===== src/hw/rtl/pmfd_pkg.sv =====
// shared constants and types for the meter frame decoder
`timescale 1ns / 1ps
package pmfd_pkg;
  localparam int FrameLen = 24;
  localparam logic [7:0] HeadSync = 8'h55;
  localparam logic [7:0] HeadMin = 8'hF0;
  localparam logic [7:0] SecondSync = 8'h5A;
  localparam logic [7:0] HeadCal = 8'hAA;
  localparam logic [7:0] FaultMask = 8'hFC;
  localparam logic [7:0] NoPowerMask = 8'hF2;
  localparam logic [7:0] AdjVolt = 8'h40;
  localparam logic [7:0] AdjPower = 8'h10;
  localparam logic [7:0] AdjCurr = 8'h20;
  localparam logic [62:0] Max63 = {63{1'b1}};

  localparam logic [2:0] RegRatioV = 3'd0;
  localparam logic [2:0] RegRatioC = 3'd1;
  localparam logic [2:0] RegRatioP = 3'd2;
  localparam logic [2:0] RegCurrDiv = 3'd3;
  localparam logic [2:0] RegVoltDiv = 3'd4;
  localparam logic [2:0] RegTimeout = 3'd5;

  localparam logic [1:0] StatOk = 2'd0;
  localparam logic [1:0] StatSum = 2'd1;
  localparam logic [1:0] StatCal = 2'd2;
  localparam logic [1:0] StatFault = 2'd3;

  typedef struct packed {
    logic start;
    logic busy;
  } div_ctl_t;
endpackage


===== src/hw/rtl/pmfd_div.sv =====
// bit-serial restoring divider, one quotient bit per cycle
`timescale 1ns / 1ps
module pmfd_div (
  input  logic               clk,
  input  logic               rst,
  input  logic               start,
  input  logic [39:0]        dividend,
  input  logic [23:0]        divisor,
  output pmfd_pkg::div_ctl_t ctl,
  output logic [39:0]        quotient
);
  logic [24:0] rem;
  logic [39:0] q;
  logic [23:0] dvs;
  logic [5:0]  cnt;
  logic        busy;
  logic [24:0] trial;

  assign trial = {rem[23:0], q[39]} - {1'b0, dvs};
  assign ctl.start = start;
  assign ctl.busy = busy;
  assign quotient = q;

  always_ff @(posedge clk) begin
    if (rst) begin
      busy <= 1'b0;
      cnt <= '0;
    end else if (start) begin
      busy <= 1'b1;
      cnt <= 6'd40;
      rem <= '0;
      q <= dividend;
      dvs <= divisor;
    end else if (busy) begin
      if (!trial[24]) begin
        rem <= trial;
        q <= {q[38:0], 1'b1};
      end else begin
        rem <= {rem[23:0], q[39]};
        q <= {q[38:0], 1'b0};
      end
      cnt <= cnt - 6'd1;
      if (cnt == 6'd1) busy <= 1'b0;
    end
  end

  a_cnt: assert property (@(posedge clk) disable iff (rst)
    busy && !start && cnt == 6'd1 |=> !ctl.busy) else $error("div end");
  a_idle: assert property (@(posedge clk) disable iff (rst)
    !busy && !start |=> !busy) else $error("div spurious");
  a_start: assert property (@(posedge clk) disable iff (rst)
    start |=> busy && cnt == 6'd40) else $error("div start");
endmodule


===== src/hw/rtl/power_meter_frame_decoder.sv =====
// meter frame decoder top level: byte assembly, frame check and scaling
// processing: a byte that does not end a frame is taken in S_IDLE; a frame-ending byte starts
// a serial checksum, and a rejected frame goes to output after it; a good frame then gets, per
// quantity, a shift-add multiply and three divides, then an energy multiply
// throughput: one byte per cycle while idle (ready only in S_IDLE); one frame end at a time
// reset: synchronous rst clears position, pulses, energy and held values; config goes to defaults
`timescale 1ns / 1ps
module power_meter_frame_decoder (
  input  logic        clk,
  input  logic        rst,
  input  logic        s_axis_tvalid,
  output logic        s_axis_tready,
  input  logic [23:0] s_axis_tdata,   // rx_byte[7:0], gap_ms[23:8]
  output logic        m_axis_tvalid,
  input  logic        m_axis_tready,
  output logic [167:0] m_axis_tdata,  // voltage_out, current_out, power_out, energy_out
  output logic [1:0]  m_axis_tuser,   // status
  input  logic        cfg_we,
  input  logic [2:0]  cfg_index,
  input  logic [15:0] cfg_data
);
  typedef enum logic [3:0] {
    S_IDLE, S_SUM, S_MUL, S_DSTART, S_DWAIT, S_NEXT, S_EMUL, S_EADD, S_OUT
  } state_t;

  state_t state;
  logic [15:0] ratio_v, ratio_c, ratio_p, cdiv, vdiv, tmo;
  logic [7:0]  fs [pmfd_pkg::FrameLen];
  logic [4:0]  pos;
  logic [15:0] prev_pulses;
  logic [62:0] energy;
  logic [31:0] held_v, held_c, held_p;

  logic [4:0]  idx;
  logic [7:0]  sum;
  logic [1:0]  qsel;      // 0 voltage, 1 power, 2 current
  logic [2:0]  dstep;     // which divide in the chain
  logic [39:0] acc;       // product / running quotient
  logic [15:0] mreg;
  logic [23:0] mcand;
  logic [4:0]  mcnt;
  logic        zero_q;
  logic [39:0] ebuf;      // energy product
  logic [23:0] ecand;
  logic [15:0] emul;
  logic        div_start;
  logic [23:0] div_d;
  logic [39:0] div_q;
  pmfd_pkg::div_ctl_t div_ctl;

  logic [7:0]  rx;
  logic [15:0] gap;
  logic [4:0]  p0;
  logic        head_ok;

  assign rx = s_axis_tdata[7:0];
  assign gap = s_axis_tdata[23:8];
  assign s_axis_tready = (state == S_IDLE);
  assign p0 = (gap > tmo || pos >= 5'(pmfd_pkg::FrameLen)) ? 5'd0 : pos;
  assign head_ok = rx == pmfd_pkg::HeadSync || rx >= pmfd_pkg::HeadMin;

  function automatic logic [23:0] f24(input logic [7:0] a, input logic [7:0] b,
                                      input logic [7:0] c);
    f24 = {a, b, c};
  endfunction

  logic [23:0] coef, cyc;
  logic [15:0] rat, d1, d2;
  logic        gate;
  always_comb begin
    coef = f24(fs[2], fs[3], fs[4]);
    cyc = f24(fs[5], fs[6], fs[7]);
    rat = ratio_v;
    d1 = vdiv;
    d2 = 16'd1;
    gate = (fs[20] & pmfd_pkg::AdjVolt) != 8'd0;
    case (qsel)
      2'd1: begin
        coef = f24(fs[14], fs[15], fs[16]);
        cyc = f24(fs[17], fs[18], fs[19]);
        rat = ratio_p;
        d1 = cdiv;
        d2 = vdiv;
        gate = (fs[20] & pmfd_pkg::AdjPower) != 8'd0 &&
               (fs[0] & pmfd_pkg::NoPowerMask) != pmfd_pkg::NoPowerMask;
      end
      2'd2: begin
        coef = f24(fs[8], fs[9], fs[10]);
        cyc = f24(fs[11], fs[12], fs[13]);
        rat = ratio_c;
        d1 = cdiv;
        d2 = 16'd1;
        gate = (fs[20] & pmfd_pkg::AdjCurr) != 8'd0 && held_p != 32'd0;
      end
      default: ;
    endcase
  end

  always_comb begin
    case (dstep)
      3'd0: div_d = cyc;
      3'd1: div_d = {8'd0, d1};
      default: div_d = {8'd0, d2};
    endcase
  end

  pmfd_div u_div (
    .clk(clk), .rst(rst), .start(div_start), .dividend(acc), .divisor(div_d),
    .ctl(div_ctl), .quotient(div_q)
  );

  logic [15:0] pulses;
  logic [15:0] delta;
  logic [63:0] esum;
  assign pulses = {fs[21], fs[22]};
  assign delta = (prev_pulses == 16'd0) ? 16'd0 : pulses - prev_pulses;
  assign esum = {1'b0, energy} + {24'd0, ebuf};

  always_ff @(posedge clk) begin
    if (s_axis_tvalid && s_axis_tready &&
        !(p0 == 5'd0 && !head_ok) && !(p0 == 5'd1 && rx != pmfd_pkg::SecondSync)) begin
      fs[p0] <= rx;
    end
  end

  always_ff @(posedge clk) begin
    if (rst) begin
      ratio_v <= 16'd1; ratio_c <= 16'd1; ratio_p <= 16'd1;
      cdiv <= 16'd1; vdiv <= 16'd1; tmo <= 16'd1000;
    end else if (cfg_we) begin
      case (cfg_index)
        pmfd_pkg::RegRatioV: ratio_v <= cfg_data;
        pmfd_pkg::RegRatioC: ratio_c <= cfg_data;
        pmfd_pkg::RegRatioP: ratio_p <= cfg_data;
        pmfd_pkg::RegCurrDiv: cdiv <= cfg_data;
        pmfd_pkg::RegVoltDiv: vdiv <= cfg_data;
        pmfd_pkg::RegTimeout: tmo <= cfg_data;
        default: ;
      endcase
    end
  end

  always_ff @(posedge clk) begin
    if (rst) begin
      state <= S_IDLE;
      pos <= '0;
      prev_pulses <= '0;
      energy <= '0;
      held_v <= '0; held_c <= '0; held_p <= '0;
      m_axis_tvalid <= 1'b0;
      div_start <= 1'b0;
    end else begin
      div_start <= 1'b0;
      case (state)
        S_IDLE: begin
          if (s_axis_tvalid) begin
            if (p0 == 5'd0) begin
              pos <= head_ok ? 5'd1 : 5'd0;
            end else if (p0 == 5'd1) begin
              pos <= (rx == pmfd_pkg::SecondSync) ? 5'd2 : 5'd0;
            end else if (p0 == 5'(pmfd_pkg::FrameLen - 1)) begin
              pos <= '0;
              state <= S_SUM;
              idx <= 5'd2;
              sum <= '0;
            end else begin
              pos <= p0 + 5'd1;
            end
          end
        end
        S_SUM: begin
          if (idx == 5'd23) begin
            if (sum != fs[23]) begin
              m_axis_tuser <= pmfd_pkg::StatSum;
              state <= S_OUT;
              m_axis_tvalid <= 1'b1;
            end else if (fs[0] == pmfd_pkg::HeadCal) begin
              m_axis_tuser <= pmfd_pkg::StatCal;
              state <= S_OUT;
              m_axis_tvalid <= 1'b1;
            end else if ((fs[0] & pmfd_pkg::FaultMask) > pmfd_pkg::HeadMin) begin
              m_axis_tuser <= pmfd_pkg::StatFault;
              state <= S_OUT;
              m_axis_tvalid <= 1'b1;
            end else begin
              m_axis_tuser <= pmfd_pkg::StatOk;
              qsel <= 2'd0;
              state <= S_NEXT;
            end
          end else begin
            sum <= sum + fs[idx];
            idx <= idx + 5'd1;
          end
        end
        S_NEXT: begin
          // set up the multiply for the quantity in qsel
          acc <= '0;
          mreg <= rat;
          mcand <= coef;
          mcnt <= 5'd16;
          zero_q <= !gate || cyc == 24'd0 || d1 == 16'd0 || d2 == 16'd0;
          dstep <= 3'd0;
          state <= S_MUL;
        end
        S_MUL: begin
          // shift-add, one multiplier bit per cycle from the top
          acc <= {acc[38:0], 1'b0} + (mreg[15] ? {16'd0, mcand} : 40'd0);
          mreg <= {mreg[14:0], 1'b0};
          mcnt <= mcnt - 5'd1;
          if (mcnt == 5'd1) state <= S_DSTART;
        end
        S_DSTART: begin
          div_start <= 1'b1;
          state <= S_DWAIT;
        end
        S_DWAIT: begin
          if (!div_start && !div_ctl.busy) begin
            acc <= div_q;
            if (dstep == 3'd2) begin
              if (zero_q) begin
                case (qsel)
                  2'd0: held_v <= '0;
                  2'd1: held_p <= '0;
                  default: held_c <= '0;
                endcase
              end else begin
                case (qsel)
                  2'd0: held_v <= (div_q[39:32] != 8'd0) ? '1 : div_q[31:0];
                  2'd1: held_p <= (div_q[39:32] != 8'd0) ? '1 : div_q[31:0];
                  default: held_c <= (div_q[39:32] != 8'd0) ? '1 : div_q[31:0];
                endcase
              end
              if (qsel == 2'd2) begin
                ebuf <= '0;
                ecand <= f24(fs[14], fs[15], fs[16]);
                emul <= delta;
                mcnt <= 5'd16;
                state <= S_EMUL;
              end else begin
                qsel <= qsel + 2'd1;
                state <= S_NEXT;
              end
            end else begin
              dstep <= dstep + 3'd1;
              state <= S_DSTART;
            end
          end
        end
        S_EMUL: begin
          ebuf <= {ebuf[38:0], 1'b0} + (emul[15] ? {16'd0, ecand} : 40'd0);
          emul <= {emul[14:0], 1'b0};
          mcnt <= mcnt - 5'd1;
          if (mcnt == 5'd1) state <= S_EADD;
        end
        S_EADD: begin
          energy <= esum[63] ? pmfd_pkg::Max63 : esum[62:0];
          prev_pulses <= pulses;
          m_axis_tvalid <= 1'b1;
          state <= S_OUT;
        end
        S_OUT: begin
          if (m_axis_tready) begin
            m_axis_tvalid <= 1'b0;
            state <= S_IDLE;
          end
        end
        default: state <= S_IDLE;
      endcase
    end
  end

  assign m_axis_tdata = {9'd0, energy, held_p, held_c, held_v};

  a_ready: assert property (@(posedge clk) disable iff (rst)
    m_axis_tvalid |-> !s_axis_tready) else $error("input open during output");
  a_pos: assert property (@(posedge clk) disable iff (rst)
    pos < 5'(pmfd_pkg::FrameLen)) else $error("position range");
  a_energy: assert property (@(posedge clk) disable iff (rst)
    state != S_EADD |=> energy == $past(energy)) else $error("energy moved");
  a_out: assert property (@(posedge clk) disable iff (rst)
    m_axis_tvalid && !m_axis_tready |=> m_axis_tvalid) else $error("result dropped");
endmodule

===== config.mk =====
export PLATFORM = sky130hd
export DESIGN_NAME = power_meter_frame_decoder
export DESIGN_NICKNAME = d
export VERILOG_FILES = /design/src/hw/rtl/pmfd_pkg.sv /design/src/hw/rtl/pmfd_div.sv /design/src/hw/rtl/power_meter_frame_decoder.sv
export SDC_FILE = /design/constraint.sdc
export NUM_CORES = 2
export LEC_CHECK = 0
export ABC_AREA = 1
export BUFFER_PORTS_ARGS = -buffer_cell sky130_fd_sc_hd__buf_2
export CAP_MARGIN = 0
export CORE_MARGIN = 2
export CORE_UTILIZATION = 56
export CTS_CLUSTER_DIAMETER = 60
export DETAILED_ROUTE_END_ITERATION = 7
export PLACE_DENSITY = 0.74
export SETUP_SLACK_MARGIN = 0.5
export SYNTH_ARGS = -nofsm -noshare
export SYNTH_HDL_FRONTEND = slang
export SYNTH_SLANG_ARGS = --single-unit

===== constraint.sdc =====
create_clock -name clk -period 6 [get_ports clk]
set_input_delay 1.2 -clock clk [delete_from_list [all_inputs] [get_ports clk]]
set_output_delay 1.2 -clock clk [all_outputs]
set_load 0.01 [all_outputs]

# After elaboration in Yosys (flattened, before gate mapping)
# Memories as Yosys holds them, arrays and structs flattened. A register that Yosys moved wholly into a read port is not among the register bits.
# Cells that the tools add are included.
# classes
addsub	12
order_cmp	4
eq_ne	46
muxes	102
n_bitwise	2
reduce_logical	67
# op_table
operator	n
$mux 32	10
$mux 40	6
$pmux 24 s2	3
$pmux 40 s3	1
$mux 16	6
$mux 24	4
$pmux 16 s2	3
$add 40x24->40	2
$pmux 40 s2	1
$mux 5	13
$add 63x40->64	1
$mux 63	1
$mux 4	13
$logic_not 16->1	3
$mux 8	5
$pmux 4 s9	1
$ne 2x2->1 const B	16
$reduce_bool 32->1	1
$sub 25x24->25	1
$logic_not 24->1	1
$mux 2	11
$reduce_and 2->1	11
$reduce_and 4->1	5
$reduce_and 9->1	2
other kinds (55)	112
# totals
ff_bits	563
mem_bits_rw	192
in_bits	48
output_inout_bits	172
wordCells	268
mem_count	1
# mem_list
memory	words	width	rd	rd_clocked_by_memory_dff	wr	line	rtl
fs	24	8	24	1	1	power_meter_frame_decoder.sv:28	logic [7:0] fs [pmfd_pkg::FrameLen];

# Logic depth before layout (Yosys ltp)
# logic_depth
word_depth	10
mapped_depth	25
depth_no_buf	25

# Cells and area by module
# Synthesis repeated with hierarchy kept, for this count alone.
# hier_totals
cells_unflattened	5206
hier_area_um2	43731.9
# by_module_without_submodules
mod	n_inst	cells_each	area_per_inst_um2	seq_area_each_um2
power_meter_frame_decoder	1	4439	37825.0	19018.2
pmfd_div	1	767	5906.9	2782.7

# Worst setup path after synthesis
# Ideal clock, no wire load.
# synth_timing
path_type	input-to-reg
from	input port rst
to	register ebuf[0] (enable)
setup_ns	0.539
arrival_time_ns	5.674
t_required_ns	5.461
slack_ns	-0.213
path_stages	5
path_buffers	2
path_cell_list	clkbuf_1 inv_1 clkbuf_1 nand2_1 nor3_1
# synth_between
elab_chain_cells	2
# synth_lines
item	line	rtl
start: declaration	power_meter_frame_decoder.sv:10	input logic rst,
$not 1->1 (no source line)	-	
$reduce_and 5->1 (no source line)	-	
end signal: assignment	power_meter_frame_decoder.sv:250	ebuf <= {ebuf[38:0], 1'b0} + (emul[15] ? {16'd0, ecand} : 40'd0);
end: declaration	power_meter_frame_decoder.sv:43	logic [39:0] ebuf;
# No other way between the ends.
# A chain may end at the register's enable or synchronous reset.

==> metrics <==
Slew Limit Headroom 17.2%; Reg-to-Reg End sum[6]; register area 21800 um2; status finished clean; I/O pin count 220; total CTS buffers 92; initial antenna violation count 5; via count 38159; Fin. Hold Viols 0; worst setup path end sum[6]; # resized after CTS 0; post-CTS setup buffer count 0; Synth top area share 36.7%; WS Path Type flip-flop to flip-flop; dpl cells 6274; DRT iter0 DRCs 4793; clk_lat worst skew 0.67 ns; share of cells above drive strength 1 8.91%; period utilization 73.7%; Slew Limit Fails 0; Clock Tree Root clkbuf_16; 1st-pass router iterations 8; synthesis-stage register bit count 824; GR Util met3 5.39%; Crit path arrival time 4.82 ns; Hold-fix buffers, CTS 0; pin count of the biggest net entering global routing 116; cell with the most instances after synthesis nand2_1; full die area 79600 um2; Non-Filler Instances 6452; core area 76300 um2; Max Fclk 0.226 GHz; CP startpoint kind flip-flop; Required @ worst endpoint 6.40 ns; gr usage total 32.1%; HP Class flip-flop to flip-flop; synthesized area 43300 um2; CP endpoint kind flip-flop; Detailed Place HPWL 93300 um; Avg Cell Area, Syn 8.43 um2; top post-synthesis cells by area edfxtp_1, dfxtp_1, o21ai_0; vias per cell 5.91; Warnings, synthesis 0; CP max stage delay 0.70 ns; worst reg2reg setup slack 1.58 ns; Pleak 19.9 nW; Setup Viol. Count Final 0; CP Depth 20; Multi-input gate area 18900 um2; WL final 131000 um; worst vdd ir 0.364 mV; Distinct cells, synth 69; vias in the first global route 35239; GRT met2 Usage 49.9%; Num Clock Sinks 824; first-pass GRT wire length 198000 um; maxcap violations 0; Worst-path clk slew 0.06 ns; CP Cell Sequence clkinv_2 > buf_12 > a21oi_1 > o21ai_0 > o211ai_1 > a31oi_1 > a32oi_1 > ha_1 > inv_1 > fa_1 > inv_1 > nand3_1 > nand2_1 > nand2_1 > inv_1 > nor2_1 > nor2_1 > nor2_1 > o21ai_0 > a21oi_1; post-synth top area cell edfxtp_1; gpl congestion 0.995; Primary FF master, synth edfxtp_1; Bufs and invs on worst path 5; Site Rows 101; slowest library cell on the worst path dfxtp_4; Die Wd 282 um; CP top delay family buffers and inverters; sequential element share of the synthesized area 50.3%; power per cell area 316 nW/um2; Synth top cells by count nand2_1, nor2_1, o21ai_0; Fin Clk Skew 0.0176 ns; worst-margin pin slew 1.24 ns; GR peak layer met2; CTS tree done; Syn-to-layout area delta 12.2%; RSZ-0062 raised after global routing false; GR Util met1 44.4%; DR DRC count 0; Final min period 4.42 ns; Mapped Cells 5142; Final #Nets 5554; Avg WL per Cell 20.2 um; global route overflow 0; IO Port Bufs 210; post-route ant nets 0; Setup TNS Final 0 ns; Filler cells 6620; CTS H-Tree Depth 3; CP max FO 81; Max Root-Sink Buffers 3; asr flop ratio synth 0%; die height 282 um; Initial Utilization 56.8%; number of synthesized flops with an enable pin 530; reg2reg path depth 20
worst register-to-register path, delay by kind of cell, from the launching register on:
kind / cells / cell delay (ns)
AO/OA/AOI/OAI: 7 / 1.10
flip-flops: 1 / 0.70
AND/OR/NAND/NOR: 6 / 0.42
buffers and inverters: 5 / 1.38
adder cells (fa/ha/maj): 2 / 0.56
flip-flops by register name, indices dropped and copies added, names as in the netlist, 6 cells and up, named ones only:
signal,count
ecand,24
ratio_c,16
fs,256
tmo,16
held_v,32
u_div.quotient,40
acc,40
ratio_p,16
energy,63
emul,16
cdiv,16
u_div.dvs,24
u_div.cnt,6
held_c,32
held_p,32
mcand,24
mreg,16
sum,8
prev_pulses,16
vdiv,16
u_div.rem,24
ebuf,40
ratio_v,16
layer usage:
metal | vias up | part of all wire [%]
met2 | 1889 | 44
met4 | 2 | 4.5
met1 | 17861 | 41
met5 | - | 0.0092
met3 | 340 | 9.7
li1 | 18067 | -
how the worst min path moves through the flow:
stage | start | endpoint | cells after the start
after floorplan | ratio_v[0] | ratio_v[0] | 2
after detailed placement | ratio_v[0] | ratio_v[0] | 2
after CTS | held_v[18] | held_v[18] | 1
final | cdiv[9] | cdiv[9] | 2
after global placement | ratio_v[0] | ratio_v[0] | 2
after global routing | held_v[7] | held_v[7] | 1
per-stage QoR:
| step | hold slack (ns) | area, um2 | total power, W | utilization (%) | worst slack, ns |
|---|---|---|---|---|---|
| after floorplan | 0.424 | 43600 | 0.00855 | - | 1.39 |
| after global routing | 0.476 | 48600 | 0.0159 | 63.7 | 1.30 |
| final | 0.458 | 48600 | 0.0154 | 63.7 | 1.58 |
| after CTS | 0.462 | 48600 | 0.0153 | 63.7 | 1.73 |
| after global placement | 0.434 | 45400 | 0.00942 | 59.5 | 1.32 |
| after detailed placement | 0.440 | 45400 | 0.00950 | 59.5 | 1.30 |
cell usage in the layout, fill, tap and decap left out, types with 16 or more instances in the layout:
cell type	netlist	layout
a21o_1	16	16
a21oi_1	455	455
a31oi_1	64	63
buf_2	31	210
buf_4	13	42
clkbuf_1	160	16
clkbuf_16	0	97
clkinv_2	0	20
conb_1	1	73
dfxtp_1	294	292
edfxtp_1	530	530
ha_1	162	159
inv_1	544	541
nand2_1	815	815
nand3_1	171	171
nand4_1	49	49
nor2_1	674	666
nor3_1	52	51
nor4_1	31	31
o211ai_1	28	28
o21a_1	44	44
o21ai_0	622	622
o21ai_1	37	37
o21bai_1	19	19
o221ai_1	38	38
o22ai_1	33	33
or2_2	27	27
xnor2_1	37	37
xor2_1	36	36
power breakdown:
| group | leakage [nW] | switching, W | internal, W |
|---|---|---|---|
| registers | 7.35 | 0.000183 | 0.00630 |
| logic | 11.0 | 0.00214 | 0.000877 |
| clock network | 1.56 | 0.00242 | 0.00344 |
| total | 19.9 | 0.00474 | 0.0106 |
area by class of cell:
type,instances,area share [%]
Antenna cell,4,0.0206
Clock buffer,119,5.27
Clock inverter,55,1.27
Inverter,555,4.30
Multi-Input combinational cell,3612,38.8
Sequential cell,824,44.9
Tap cell,1030,2.65
Timing Repair Buffer,253,2.85
cells by family (layout without fill, tap and decap cells):
group	Yosys count	count (layout)	synth area share, %
AOI/OAI and AO/OA	1440	1440	18.5
other	1	77	0.00866
buffers and inverters	778	982	6.96
xor gates and xnor gates	73	73	1.48
muxes	3	3	0.0693
DFF	824	824	50.3
and+or+nand+nor	1855	1855	17.7
adders and majority gates	168	168	4.96
No activity file was read; power rests on OpenSTA's default activity.
